`src/gtm_pkg.sv`:
```
// Shared widths, constants and types for the grouped trimmed mean block.
package gtm_pkg;

  // Samples per group and the sample width.
  localparam int GroupSize = 5;
  localparam int SampleW   = 16;

  // Count must hold GroupSize itself; the sum holds GroupSize full-scale samples.
  localparam int CountW = $clog2(GroupSize + 1);
  localparam int SumW   = SampleW + $clog2(GroupSize);

  // Divide by the kept entry count through a reciprocal multiply.
  // With Shift = SumW + ceil(log2(Div)) the rounded-up reciprocal gives an
  // exact floor for every SumW-bit dividend.
  localparam int Div    = GroupSize - 2;
  localparam int Shift  = SumW + $clog2(Div);
  localparam longint Recip = ((longint'(1) << Shift) + Div - 1) / Div;
  localparam int RecipW = $clog2(Recip + 1);
  localparam int ProdW  = SumW + RecipW;

  // Result word handed from the group accumulator to the output register.
  typedef struct packed {
    logic [SampleW-1:0] average;
    logic               updated;
  } result_t;

endpackage

```
`src/gtm_if.sv`:
```
// Handshake channels for the sample input and the result output.
interface gtm_sample_if;
  logic                          valid;
  logic                          ready;
  logic [gtm_pkg::SampleW-1:0]   sample;

  modport source (output valid, output sample, input ready);
  modport sink   (input valid, input sample, output ready);
endinterface

interface gtm_result_if;
  logic                          valid;
  logic                          ready;
  logic [gtm_pkg::SampleW-1:0]   average;
  logic                          updated;

  modport source (output valid, output average, output updated, input ready);
  modport sink   (input valid, input average, input updated, output ready);
endinterface

```
`src/gtm_accum.sv`:
```
// Group accumulator: count, running sum, extremes and the held trimmed mean.
module gtm_accum (
  input  logic                        clk_i,
  input  logic                        rst_ni,
  input  logic                        step_i,
  input  logic [gtm_pkg::SampleW-1:0] sample_i,
  output gtm_pkg::result_t            result_o
);

  logic [gtm_pkg::CountW-1:0]  count_q, count_d;
  logic [gtm_pkg::SumW-1:0]    sum_q, sum_d;
  logic [gtm_pkg::SampleW-1:0] largest_q, largest_d;
  logic [gtm_pkg::SampleW-1:0] smallest_q, smallest_d;
  logic [gtm_pkg::SampleW-1:0] held_q, held_d;

  logic                        group_full;
  logic                        group_first;
  logic [gtm_pkg::SumW-1:0]    kept_sum;
  logic [gtm_pkg::ProdW-1:0]   kept_prod;
  logic [gtm_pkg::SampleW-1:0] trimmed_avg;
  logic [gtm_pkg::SumW-1:0]    sum_base;

  // A full group closes when the next sample arrives.
  assign group_full  = (count_q == gtm_pkg::CountW'(gtm_pkg::GroupSize));
  assign group_first = group_full || (count_q == '0);

  // Drop one largest and one smallest, then divide by the kept count.
  assign kept_sum    = sum_q - gtm_pkg::SumW'(largest_q) - gtm_pkg::SumW'(smallest_q);
  assign kept_prod   = gtm_pkg::ProdW'(kept_sum) *
                       gtm_pkg::ProdW'(gtm_pkg::Recip[gtm_pkg::RecipW-1:0]);
  assign trimmed_avg = kept_prod[gtm_pkg::Shift +: gtm_pkg::SampleW];

  // Next state for one accepted sample.
  always_comb begin
    sum_base   = group_full ? '0 : sum_q;
    held_d     = group_full ? trimmed_avg : held_q;
    sum_d      = sum_base + gtm_pkg::SumW'(sample_i);
    count_d    = group_full ? gtm_pkg::CountW'(1) : count_q + gtm_pkg::CountW'(1);
    largest_d  = largest_q;
    smallest_d = smallest_q;
    if (group_first) begin
      largest_d  = sample_i;
      smallest_d = sample_i;
    end else begin
      if (sample_i > largest_q) begin
        largest_d = sample_i;
      end
      if (sample_i < smallest_q) begin
        smallest_d = sample_i;
      end
    end
  end

  // The result reflects the held average after this sample.
  assign result_o.average = held_d;
  assign result_o.updated = group_full;

  // State registers advance once per accepted sample.
  always_ff @(posedge clk_i or negedge rst_ni) begin
    if (!rst_ni) begin
      count_q    <= '0;
      sum_q      <= '0;
      largest_q  <= '0;
      smallest_q <= '0;
      held_q     <= '0;
    end else if (step_i) begin
      count_q    <= count_d;
      sum_q      <= sum_d;
      largest_q  <= largest_d;
      smallest_q <= smallest_d;
      held_q     <= held_d;
    end
  end

endmodule

```
`src/grouped_trimmed_mean.sv`:
```
// Top level of the grouped trimmed mean: input register, accumulator, result register.
//
//   channel  direction  payload                      word accepted when
//   in_i     in         sample[15:0]                 valid && ready
//   out_o    out        average[15:0], updated       valid && ready
//
// One word in gives one word out; a new word is taken every cycle while the output is not stalled.
// Each word passes through the input register, then the result register.
// The accumulator advances when the input register holds a word and the
// result register is empty or being drained in the same cycle.
// Reset clears the group count, sum, extremes and the held average to zero.
// A stall on the output holds the result register; in_i.ready drops once the
// input register also holds a word.
module grouped_trimmed_mean (
  input  logic                 clk_i,
  input  logic                 rst_ni,
  gtm_sample_if.sink           in_i,
  gtm_result_if.source         out_o
);

  logic                        in_valid_q;
  logic [gtm_pkg::SampleW-1:0] in_sample_q;
  logic                        out_valid_q;
  gtm_pkg::result_t            out_data_q;
  gtm_pkg::result_t            result;
  logic                        step;

  // The held word moves on when the result register can take it.
  assign step       = in_valid_q && (!out_valid_q || out_o.ready);
  assign in_i.ready = !in_valid_q || step;

  gtm_accum u_accum (
    .clk_i    (clk_i),
    .rst_ni   (rst_ni),
    .step_i   (step),
    .sample_i (in_sample_q),
    .result_o (result)
  );

  // Input register.
  always_ff @(posedge clk_i or negedge rst_ni) begin
    if (!rst_ni) begin
      in_valid_q <= 1'b0;
    end else if (in_i.ready) begin
      in_valid_q <= in_i.valid;
    end
  end

  always_ff @(posedge clk_i) begin
    if (in_i.valid && in_i.ready) begin
      in_sample_q <= in_i.sample;
    end
  end

  // Result register.
  always_ff @(posedge clk_i or negedge rst_ni) begin
    if (!rst_ni) begin
      out_valid_q <= 1'b0;
    end else if (step) begin
      out_valid_q <= 1'b1;
    end else if (out_o.ready) begin
      out_valid_q <= 1'b0;
    end
  end

  always_ff @(posedge clk_i) begin
    if (step) begin
      out_data_q <= result;
    end
  end

  assign out_o.valid   = out_valid_q;
  assign out_o.average = out_data_q.average;
  assign out_o.updated = out_data_q.updated;

endmodule

```
`src/flat_wrapper.sv`:
```
// flat-port wrapper written by rule: the top's interface ports become plain ports
module grouped_trimmed_mean_flat 
  (clk_i, rst_ni, in_i_valid, in_i_sample, in_i_ready, out_o_valid, out_o_average, out_o_updated, out_o_ready);
  gtm_sample_if in_i_i ();
  gtm_result_if out_o_i ();
  input  logic clk_i;
  input  logic rst_ni;
  input wire logic [$bits(in_i_i.valid)-1:0] in_i_valid;
  input wire logic [$bits(in_i_i.sample)-1:0] in_i_sample;
  output wire logic [$bits(in_i_i.ready)-1:0] in_i_ready;
  output wire logic [$bits(out_o_i.valid)-1:0] out_o_valid;
  output wire logic [$bits(out_o_i.average)-1:0] out_o_average;
  output wire logic [$bits(out_o_i.updated)-1:0] out_o_updated;
  input wire logic [$bits(out_o_i.ready)-1:0] out_o_ready;
  assign in_i_i.valid = in_i_valid;
  assign in_i_i.sample = in_i_sample;
  assign in_i_ready = in_i_i.ready;
  assign out_o_valid = out_o_i.valid;
  assign out_o_average = out_o_i.average;
  assign out_o_updated = out_o_i.updated;
  assign out_o_i.ready = out_o_ready;
  grouped_trimmed_mean u_core (.clk_i(clk_i), .rst_ni(rst_ni), .in_i(in_i_i), .out_o(out_o_i));
endmodule
```
`config.mk`:
```
export PLATFORM = sky130hd
export DESIGN_NAME = grouped_trimmed_mean_flat
export DESIGN_NICKNAME = d
export VERILOG_FILES = /design/src/gtm_pkg.sv /design/src/gtm_if.sv /design/src/gtm_accum.sv /design/src/grouped_trimmed_mean.sv /design/src/flat_wrapper.sv
export SDC_FILE = /design/constraint.sdc
export NUM_CORES = 1
export LEC_CHECK = 0
export ABC_AREA = 1
export BUFFER_PORTS_ARGS = -buffer_cell sky130_fd_sc_hd__buf_2
export CELL_PAD_IN_SITES_DETAIL_PLACEMENT = 0
export CELL_PAD_IN_SITES_GLOBAL_PLACEMENT = 1
export CORE_MARGIN = 3
export CORE_UTILIZATION = 25
export CTS_CLUSTER_DIAMETER = 150
export DETAILED_ROUTE_END_ITERATION = 10
export PLACE_DENSITY_LB_ADDON = 0.1
export SLEW_MARGIN = 20
export SYNTH_ARGS = -nofsm -noshare
export SYNTH_HDL_FRONTEND = slang
export SYNTH_SLANG_ARGS = --single-unit
```
`constraint.sdc`:
```
create_clock -name clk_i -period 6.45 [get_ports clk_i]
set_input_delay 0 -clock clk_i [delete_from_list [all_inputs] [get_ports clk_i]]
set_output_delay 0 -clock clk_i [all_outputs]
set_load 0.005 [all_outputs]
```
==> summary.md, run 1 <==
| Metric | Value |
|---|---|
| Status | `finished, violations left` |
| Violated checks | `negative setup slack` |
| Initial antenna violation count | `0` |
| Iter 0 DRT Violations | `393` |
| Core box area | `just over 0.05 mm2` |
| CP Max Fanout | `4` |
| Nets | `2,253` |
| Syn avg cell area | `8.06 um2` |
| Largest area contributor in the netlist | `ha_1` |
| CTS tree | `yes` |
| Drt first pass iters | `4` |
| CTS Buf Count | `9` |
| Worst path arrival time | `6.96 ns` |
| Multi-input gate area | `between 0.009 and 0.01 mm2` |
| Max stage delay on crit path | `0.59 ns` |
| Kind of critical path | `flop to flop` |
| Mux cell area share after synthesis | `0%` |
| Antenna cells | `0` |
| Final hold violation count | `0` |
| EDFF count, synth | `33` |
| Main area contributors after synthesis | `ha_1 (19%), fa_1 (18%), dfrtp_1 (14%)` |
| Syn nets | `1,914` |
| Port bufs | `38` |
| Vias in the first global route | `about 12,000` |
| Fin crit share | `106%` |
| Sequential area share after synthesis | `around 22%` |
| Rel. slew slack | `between 20% and 30%` |
| Final worst slack | `-0.374 ns` |
| Gpl congestion | `0.846` |
| Req. time, crit path | `6.58 ns` |
| Worst slew pin tran | `1.13 ns` |
| Fillers | `5,308` |
| Post-synthesis cell type count | `around 50` |
| Layout cells sized above 1 | `33.1%` |
| CTS sink cnt | `between 100 and 150` |
| # H-tree levels | `3` |
| Yosys synthesis warning count | `0` |
| Starting Density | `25.4%` |
| Area delta synth->final | `39.5%` |
| Die height | `232 um` |
| Post-Route WL | `around 42,000 um` |
| Mapped cell area | `0.0128 mm2` |
| Seq cells post-synth | `around 110` |
| Post-route antenna net violation count | `0` |
| Share of Yosys cell area claimed by the top area cell type | `18.7%` |
| Reg area | `0.00279 mm2` |
| Synth Area in Compound Gates | `8.17%` |
| Critical path capture point type | `flop` |
| Endpoints failing setup | `32` |
| Dpl hpwl | `roughly 35,000 um` |
| Clk Tree Root Cell | `clkbuf_16` |
| Most common cell in the netlist | `inv_1` |
| Die span in x | `232 um` |
| RSZ-0062 raised after global routing | `yes` |
| Post-Synth Simple-Gate Area | `19.7%` |
| Insertion delay to the later sink of the worst-skew pair | `~0.38 ns` |
| Fmax | `0.147 GHz` |
| Overflow after GRT | `0` |
| Count of pins over their slew limit | `0` |
| Clock tree buffer depth | `2` |
| Crit path top cell by count | `inv_2` |
| Synth Flop Type | `dfrtp_1` |
| Post-Synthesis Cells | `1,586` |
| Residual DRC | `0` |
| Wirelength per Cell | `16.0 um` |
| Drt via density | `4.28` |
| Via count | `11,100` |
| Slowest cell on crit path | `fa_2` |
| Die area | `about 0.054 mm2` |
| Max capacitance violation total | `0` |
| Tot GR Track Use | `15.6%` |
| Worst Hold Class | `primary input to async pin` |
| CP Launch Type | `flop` |
| Pin count of the biggest net entering global routing | `39` |
| Place WS | `-0.881 ns` |
| Post-synthesis xor/xnor area fraction | `2.19%` |
| I/O pin cnt | `39` |
| Crit path time final | `6.82 ns` |
| Final Skew | `0.0119 ns` |
| Clk pin slew, worst setup/hold paths | `~0.080 ns` |
| Commonest cells post-synth | `inv_1 (351), nand2_1 (320), ha_1 (191)` |
| Rows | `82` |
| Combinational family with the most area after synthesis | `adder cells` |
| Global-route wire length before repair | `64,600 um` |
| Adder-cell share of the synthesized area | `37.0%` |
| Async set-reset flop share out of synthesis | `68.6%` |
[stage by stage]
step                utilization (%)  hold WS (ns)  TNS (ns)  instance area [um2]  std cells
finish                         35.4         0.141     -8.03                17800       2602
global route                   35.4         0.201    -18.07                17800       2602
CTS                            34.2         0.158    -11.02                17200       2590
detailed placement             31.5        0.0346    -22.10                15900       2529
global placement               31.5        0.0333    -20.14                15900       2529
floorplan                         -        -0.296    -0.442                13000       1586
[area by class of cell]
type / count / area share, %
Sequential cell: 105 / 15.6
Inverter: 356 / 7.54
Clock inverter: 5 / 0.217
Timing Repair Buffer: 346 / 14.8
Clock buffer: 11 / 1.42
Tap cell: 672 / 4.71
Multi-Input combinational cell: 1107 / 55.6
[logic make-up (layout without fill, tap and decap cells)]
logic type / count (synthesis) / count (layout)
and+or+nand+nor: 584 / 584
buffers and inverters: 374 / 718
adders and majority gates: 308 / 308
AOI/OAI and AO/OA: 186 / 186
DFF: 105 / 105
xor gates and xnor gates: 29 / 29
[worst max-delay path: cells and delay by family, from the launching register on]
| kind | cells | cell delay [ns] |
|---|---|---|
| AO/OA/AOI/OAI | 4 | 0.54 |
| XOR/XNOR | 2 | 0.35 |
| adder cells (fa/ha/maj) | 9 | 3.74 |
| buffers and inverters | 9 | 0.73 |
| flip-flops | 1 | 0.37 |
| AND/OR/NAND/NOR | 7 | 0.82 |
[cell usage in the layout (no fill, tap or decap), drive strengths merged, types with 33 or more instances in the layout]
cell / count
o21ai: 76
nand3: 102
buf: 325
dfrtp: 72
nor2: 106
a21oi: 77
nand2: 335
ha: 191
edfxtp: 33
inv: 355
fa: 117
[layer usage]
layer / up-vias / track usage, % / wire length, um
met5: - / 0 / 0
met4: 0 / 3.54 / 527
met3: 25 / 1.09 / 560
met2: 75 / 27.2 / 20200
met1: 5342 / 21.1 / 20200
li1: 5692 / - / -
[flip-flops by register name, summed over array words and instances, names as in the netlist]
name / flops
u_core.u_accum.largest_q: 16
u_core.u_accum.smallest_q: 16
u_core.out_o.average: 16
u_core.u_accum.count_q: 3
u_core.in_valid_q: 1
u_core.u_accum.held_q: 16
u_core.u_accum.sum_q: 19
u_core.out_o.updated: 1
u_core.out_o.valid: 1
u_core.in_sample_q: 16
[path summary, 6_finish.rpt]
check	start	end	slack [ns]	cells after the start
min	rst_ni	u_core.u_accum.largest_q[10]	0.14	2
max	u_core.u_accum.largest_q[2]	u_core.out_o.average[15]	-0.37	31
max reg2reg	u_core.u_accum.largest_q[2]	u_core.out_o.average[15]	-0.37	31
min reg2reg	u_core.u_accum.held_q[2]	u_core.u_accum.held_q[2]	0.47	2
max in group asynchronous	rst_ni	u_core.u_accum.smallest_q[3]	5.34	3
min in group clk_i	in_i_sample[6]	u_core.in_sample_q[6]	0.33	2
[what timing repair did]
| item | 4_1_cts | 5_1_grt |
|---|---|---|
| buffers inserted | 24 | 12 |
| hold buffers | 21 | 0 |
| setup endpoints to repair | 32 | 32 |
| pin swaps | 131 | 76 |
| gates resized for setup | 190 | 137 |
| endpoints found under the hold margin | 55 | 0 |
Power of run 1 is not shown: default switching activity piles up to over one toggle a cycle in this logic, so the estimate is an artifact.
==> run 2: changes to the inputs <==
- CTS_CLUSTER_SIZE: unset -> 14
- SYNTH_HIERARCHICAL: unset -> 1
- clock period: 6.45 -> 8 ns (I/O delays scaled with it)
==> run 2 against run 1 <==
Against the previous run:
- the run now ends clean
- global-route usage fell by 0.76 points
- synthesized cell count rose by 0.95%
- synthesized area rose by 0.70%
- cell count fell by 9.8%
- final area fell by 19%
- register-to-register slack improved by 0.90 ns
==> summary.md, run 2 <==
| Metric | Value |
|---|---|
| Largest area contributor in the netlist | `ha_1 (unchanged)` |
| Most flop-heavy register | `u_core/u_accum/sum_q (was u_core.u_accum.sum_q)` |
| Worst path arrival time | `7.57 ns (was 6.96 ns)` |
| Crit path time final | `7.47 ns (was 6.82 ns)` |
| Fin crit share | `93.4% (was 106%)` |
| Max stage delay on crit path | `0.57 ns (was 0.59 ns)` |
| Layout cells sized above 1 | `8.18% (was 33.1%)` |
| Worst Hold Class | `primary input to async pin (unchanged)` |
| Yosys synthesis warning count | `6 (was 0)` |
| Syn avg cell area | `8.04 um2 (was 8.06 um2)` |
| Antenna cells | `0 (unchanged)` |
| EDFF count, synth | `33 (unchanged)` |
| Pin count of the biggest net entering global routing | `56 (was 39)` |
| Async set-reset flop share out of synthesis | `68.6% (unchanged)` |
| Max capacitance violation total | `0 (unchanged)` |
| Rows | `82 (unchanged)` |
| Starting Density | `25.5% (was 25.4%)` |
| Seq cells post-synth | `105 (unchanged)` |
| Post-synthesis cell type count | `46 (was 51)` |
| Final Skew | `0.0139 ns (was 0.0119 ns)` |
| Commonest cells post-synth | `inv_1 (348), nand2_1 (322), ha_1 (191) (was inv_1 (351), nand2_1 (320), ha_1 (191))` |
| Overflow after GRT | `0 (unchanged)` |
| Die span in x | `233 um (was 232 um)` |
| CP Max Fanout | `5 (was 4)` |
| Drt via density | `4.36 (was 4.28)` |
| Slowest cell on crit path | `fa_1 (was fa_2)` |
| Final worst slack | `0.529 ns (was -0.374 ns)` |
| Clk Tree Root Cell | `clkbuf_16 (unchanged)` |
| Drt first pass iters | `5 (was 4)` |
| Gpl congestion | `0.819 (was 0.846)` |
| CTS sink cnt | `105 (unchanged)` |
| Fmax | `0.134 GHz (was 0.147 GHz)` |
| Mapped cell area | `0.0129 mm2 (was 0.0128 mm2)` |
| Max FFs per register | `19 (unchanged)` |
| Clock tree buffer depth | `2 (unchanged)` |
| CP Launch Type | `flop (unchanged)` |
| Core box area | `0.0505 mm2 (was 0.0504 mm2)` |
| R2R depth | `32 (was 31)` |
| I/O pin cnt | `39 (unchanged)` |
| Endpoints failing setup | `0 (was 32)` |
| Most common cell in the netlist | `inv_1 (unchanged)` |
| Clk pin slew, worst setup/hold paths | `0.08 ns (about the same)` |
| Residual DRC | `0 (unchanged)` |
| Rel. slew slack | `30.3% (was 24.2%)` |
| Port bufs | `38 (unchanged)` |
| Place WS | `0.244 ns (was -0.881 ns)` |
| Reg2Reg Capture Point | `u_core/out_o.average[13] (was u_core.out_o.average[15])` |
| R2R Setup Slk | `0.53 ns (was -0.37 ns)` |
| Post-Synthesis Cells | `1,601 (was 1,586)` |
| Count of pins over their slew limit | `0 (unchanged)` |
| Status | `finished clean (was finished, violations left)` |
| Wirelength per Cell | `16.7 um (was 16.0 um)` |
| Post-route antenna net violation count | `0 (unchanged)` |
| Vias in the first global route | `10,500 (was 11,600)` |
| Initial antenna violation count | `0 (unchanged)` |
| Area delta synth->final | `12.9% (was 39.5%)` |
| Final core utilization | `28.8% (was 35.4%)` |
| Reg-to-reg critical path startpoint | `u_core/u_accum/largest_q[5] (was u_core.u_accum.largest_q[2])` |
| Synth Flop Type | `dfrtp_1 (unchanged)` |
| Tot GR Track Use | `14.8% (was 15.6%)` |
| Final hold violation count | `0 (unchanged)` |
| Nets | `1,998 (was 2,253)` |
| Share of Yosys cell area claimed by the top area cell type | `18.6% (was 18.7%)` |
| Syn nets | `1,929 (was 1,914)` |
| # H-tree levels | `3 (unchanged)` |
| Req. time, crit path | `8.10 ns (was 6.58 ns)` |
| CTS tree | `yes (unchanged)` |
| Sequential area share after synthesis | `21.7% (was 21.8%)` |
| CTS Buf Count | `9 (unchanged)` |
| Dpl hpwl | `33,300 um (was 34,500 um)` |
| Insertion delay to the later sink of the worst-skew pair | `0.38 ns (about the same)` |
| Die area | `0.0543 mm2 (was 0.0539 mm2)` |
| Iter 0 DRT Violations | `509 (was 393)` |
| Global-route wire length before repair | `61,100 um (was 64,600 um)` |
| Most common cell after layout, fill and taps aside | `inv_1 (unchanged)` |
| Kind of critical path | `flop to flop (unchanged)` |
| Post-Route WL | `39,200 um (was 41,500 um)` |
| Most frequent cells in the layout | `inv_1 (348), nand2_1 (322), ha_1 (188) (was inv_1 (308), nand2_1 (267), buf_4 (266))` |
| Via count | `10,200 (was 11,100)` |
| Die height | `233 um (was 232 um)` |
| Critical path capture point type | `flop (unchanged)` |
| Main area contributors after synthesis | `ha_1 (19%), fa_1 (18%), dfrtp_1 (14%) (unchanged)` |
| Crit path top cell by count | `inv_1 (was inv_2)` |
| Worst slew pin tran | `1.03 ns (was 1.13 ns)` |
## run 2: cell types whose count changed in the layout (fill, tap and decap cells not counted), sizes merged, moves of 3 or more
| cell | before | now |
|---|---|---|
| nand3 | 102 | 99 |
| nand3b | 8 | 12 |
| nand2 | 335 | 339 |
| nor2 | 106 | 110 |
| inv | 355 | 359 |
| buf | 325 | 56 |
| o21ai | 76 | 82 |
## run 2: through the flow
| stage | instance area, um2 | hold WS [ns] | setup TNS (ns) | instances |
|---|---|---|---|---|
| 2_1_floorplan | 12900 | -0.296 | 0 | 1601 |
| 6_report | 14500 | 0.0338 | 0 | 2347 |
| 4_1_cts | 14500 | 0.0114 | 0 | 2344 |
| 3_5_place_dp | 13900 | -0.104 | 0 | 2308 |
| 5_1_grt | 14500 | 0.0475 | -0.0134 | 2347 |
| 3_3_place_gp | 13900 | -0.100 | 0 | 2308 |
## run 2: how the worst max path moves through the flow
stage / startpoint / end / slack (ns) / cells past startpoint
after floorplan: u_core/u_accum/largest_q[2] / u_core/out_o.average[14] / 1.16 / 37
after global placement: u_core/u_accum/largest_q[5] / u_core/out_o.average[14] / 0.26 / 33
after detailed placement: u_core/u_accum/largest_q[3] / u_core/out_o.average[14] / 0.24 / 34
after CTS: u_core/u_accum/largest_q[3] / u_core/out_o.average[14] / 0.21 / 34
after global routing: u_core/u_accum/largest_q[2] / u_core/out_o.average[14] / -0.01 / 37
final: u_core/u_accum/largest_q[5] / u_core/out_o.average[13] / 0.53 / 32
## run 2: timing repair
action | in CTS | in global routing
buffers inserted | 0 | 3
gates resized for setup | 0 | 17
hold buffers | 20 | 0
setup endpoints to repair | 0 | 17
hold endpoints to repair | 35 | 0
## run 2: final cells by class
| cell class | instances | area [um2] |
|---|---|---|
| Clock buffer | 9 | 225 |
| Clock inverter | 7 | 81.3 |
| Fill cell | 5539 | 35900 |
| Inverter | 356 | 1340 |
| Multi-Input combinational cell | 1122 | 8730 |
| Sequential cell | 105 | 2790 |
| Tap cell | 672 | 841 |
| Timing Repair Buffer | 76 | 528 |
## run 2: critical path: cells and delay by family, from the launching register on
kind                       cells  cell delay, ns
adders and majority gates      9            4.01
AOI/OAI and AO/OA              7            1.19
and+or+nand+nor                8            0.87
buffers and inverters          7            0.56
DFF                            1            0.38
xor gates and xnor gates       1            0.19
## run 2: logic make-up (layout without fill, tap and decap cells)
kind of cell    Yosys count  in the layout  share of synthesized area (%)
compound gates          195            195                           8.50
xor+xnor                 29             29                           2.12
fa+ha+maj               308            308                           36.7
buf+inv                 374            448                           11.1
flops                   105            105                           21.7
simple gates            590            590                           19.9
## run 2: per-layer routing
layer | share of wire (%) | track usage (%) | up-vias
met5 | 0 | 0 | -
met4 | 1.2 | 3.14 | 0
met3 | 1.6 | 1.11 | 21
met2 | 47 | 24.8 | 97
met1 | 50 | 21.0 | 4924
li1 | - | - | 5182
Power of run 2 is left out for the same reason.
==> run 3: changes to the inputs <==
- CORE_UTILIZATION: 25 -> 37
==> run 3 against run 2 <==
Against the previous run:
- hold slack gained 0.30 ns
- maximum frequency is essentially flat
- largest cell class unchanged
- flip-flop and latch count is the same
- highest routed layer unchanged
- global-route usage grew 4.5 points
- critical endpoint is now u_core/out_o.average[3]
==> summary.md, run 3 (same netlist as run 2, synthesis figures left out) <==
| Metric | Value |
|---|---|
| Pin count of the biggest net entering global routing | `62 (was 56)` |
| Area delta synth->final | `10.2% (was 12.9%)` |
| Hold Crit Start | `in_i_sample[2]` |
| Wirelength per Cell | `16.3 um (was 16.7 um)` |
| Nets | `1,993 (was 1,998)` |
| Overflow after GRT | `0 (unchanged)` |
| Worst slew pin tran | `0.916 ns (was 1.03 ns)` |
| Fmax | `0.134 GHz (about the same)` |
| Starting Density | `37.9% (was 25.5%)` |
| Port bufs | `38 (unchanged)` |
| Req. time, crit path | `8.10 ns (about the same)` |
| Max FFs per register | `19 (unchanged)` |
| Final Skew | `0.0116 ns (was 0.0139 ns)` |
| RSZ-0062 raised after global routing | `no` |
| Rel. slew slack | `38.9% (was 30.3%)` |
| Post-route antenna net violation count | `0 (unchanged)` |
| Most common cell after layout, fill and taps aside | `inv_1 (unchanged)` |
| Clock tree buffer depth | `2 (unchanged)` |
| Max capacitance violation total | `0 (unchanged)` |
| Dpl hpwl | `29,400 um (was 33,300 um)` |
| Kind of critical path | `flop to flop (unchanged)` |
| Critical path capture point type | `flop (unchanged)` |
| CP Launch Point | `u_core/u_accum/largest_q[5] (unchanged)` |
| Die height | `193 um (was 233 um)` |
| CTS tree | `yes (unchanged)` |
| Via count | `10,200 (about the same)` |
| Most flop-heavy register | `u_core/u_accum/sum_q (unchanged)` |
| Total buffers and inverters traversed by the critical path | `6 (was 7)` |
| Endpoints failing setup | `0 (unchanged)` |
| I/O pin cnt | `39 (unchanged)` |
| Residual DRC | `0 (unchanged)` |
| Insertion delay to the later sink of the worst-skew pair | `0.37 ns (was 0.38 ns)` |
| Worst Hold Class | `primary input to flop (was primary input to async pin)` |
| Global-route wire length before repair | `55,100 um (was 61,100 um)` |
| Reg-to-reg critical path startpoint | `u_core/u_accum/largest_q[5] (unchanged)` |
| Status | `finished clean (unchanged)` |
| Count of pins over their slew limit | `0 (unchanged)` |
| Rows | `67 (was 82)` |
| Antenna cells | `0 (unchanged)` |
| Fillers | `3,563 (was 5,539)` |
| Post-Route WL | `34,500 um (was 39,200 um)` |
| Layout cells sized above 1 | `7.54% (was 8.18%)` |
| Tot GR Track Use | `19.3% (was 14.8%)` |
| Core box area | `0.0340 mm2 (was 0.0505 mm2)` |
| CTS sink cnt | `105 (unchanged)` |
| Final hold violation count | `0 (unchanged)` |
| Max stage delay on crit path | `0.57 ns (about the same)` |
| CTS Buf Count | `9 (unchanged)` |
| Crit path time final | `7.47 ns (about the same)` |
| Cell family with most CP delay | `adder cells (unchanged)` |
| CP Launch Type | `flop (unchanged)` |
| Clk pin slew, worst setup/hold paths | `0.08 ns (about the same)` |
| Initial antenna violation count | `0 (unchanged)` |
| Die area | `0.0371 mm2 (was 0.0543 mm2)` |
| Vias in the first global route | `10,300 (was 10,500)` |
| Most frequent cells in the layout | `inv_1 (348), nand2_1 (321), ha_1 (190) (was inv_1 (348), nand2_1 (322), ha_1 (188))` |
| Hold slack | `0.330 ns (was 0.0338 ns)` |
| Die span in x | `193 um (was 233 um)` |
| Fin crit share | `93.3% (was 93.4%)` |
| Worst path arrival time | `7.57 ns (about the same)` |
| Drt first pass iters | `5 (unchanged)` |
| Slowest cell on crit path | `fa_1 (unchanged)` |
| Gpl congestion | `0.903 (was 0.819)` |
| CP Max Fanout | `5 (unchanged)` |
| # H-tree levels | `3 (unchanged)` |
| Drt via density | `4.84 (was 4.36)` |
| Iter 0 DRT Violations | `506 (was 509)` |
| Final setup TNS | `0 ns (unchanged)` |
| Clk Tree Root Cell | `clkbuf_16 (unchanged)` |
## run 3: metal layers
layer	share of wire (%)	global-route usage, %	vias up
li1	-	-	5177
met1	50	27.7	4898
met2	46	31.4	146
met3	2.3	1.85	27
met4	1.8	4.62	0
met5	0	0	-
## run 3: final cells by class
class	count	area [um2]	share of cell area, %
clock buffer	10	250	1.76
clock inverter	6	58.8	0.414
inverter	356	1340	9.41
multi-input combinational	1122	8710	61.3
sequential	105	2790	19.7
tap	448	561	3.95
timing repair buffer	71	493	3.47
## run 3: path summary, 6_finish.rpt
path	endpoint	slack (ns)	cells past startpoint
max in group asynchronous	u_core/u_accum/sum_q[15]	6.93	3
min in group asynchronous	u_core/u_accum/sum_q[14]	0.38	3
setup reg to reg	u_core/out_o.average[3]	0.53	28
setup / recovery	u_core/out_o.average[3]	0.53	28
hold reg to reg	u_core/u_accum/largest_q[10]	0.47	2
hold / removal	u_core/in_sample_q[2]	0.33	2
## run 3: repair_timing
item	in CTS	in global routing
endpoints found under the setup margin	0	14
buffers inserted	0	1
hold endpoints to repair	29	0
gates resized for setup	0	10
hold buffers	21	0
## run 3: per-stage QoR
step / area [um2] / utilization [%] / setup slack, ns / cells
4_1_cts: 14200 / 41.7 / 0.232 / 2117
3_3_place_gp: 13600 / 40.2 / 0.195 / 2080
6_report: 14200 / 41.8 / 0.532 / 2118
3_5_place_dp: 13600 / 40.2 / 0.263 / 2080
5_1_grt: 14200 / 41.8 / 0.00489 / 2118
2_1_floorplan: 12900 / - / 1.16 / 1601
Power of run 3 is left out for the same reason.
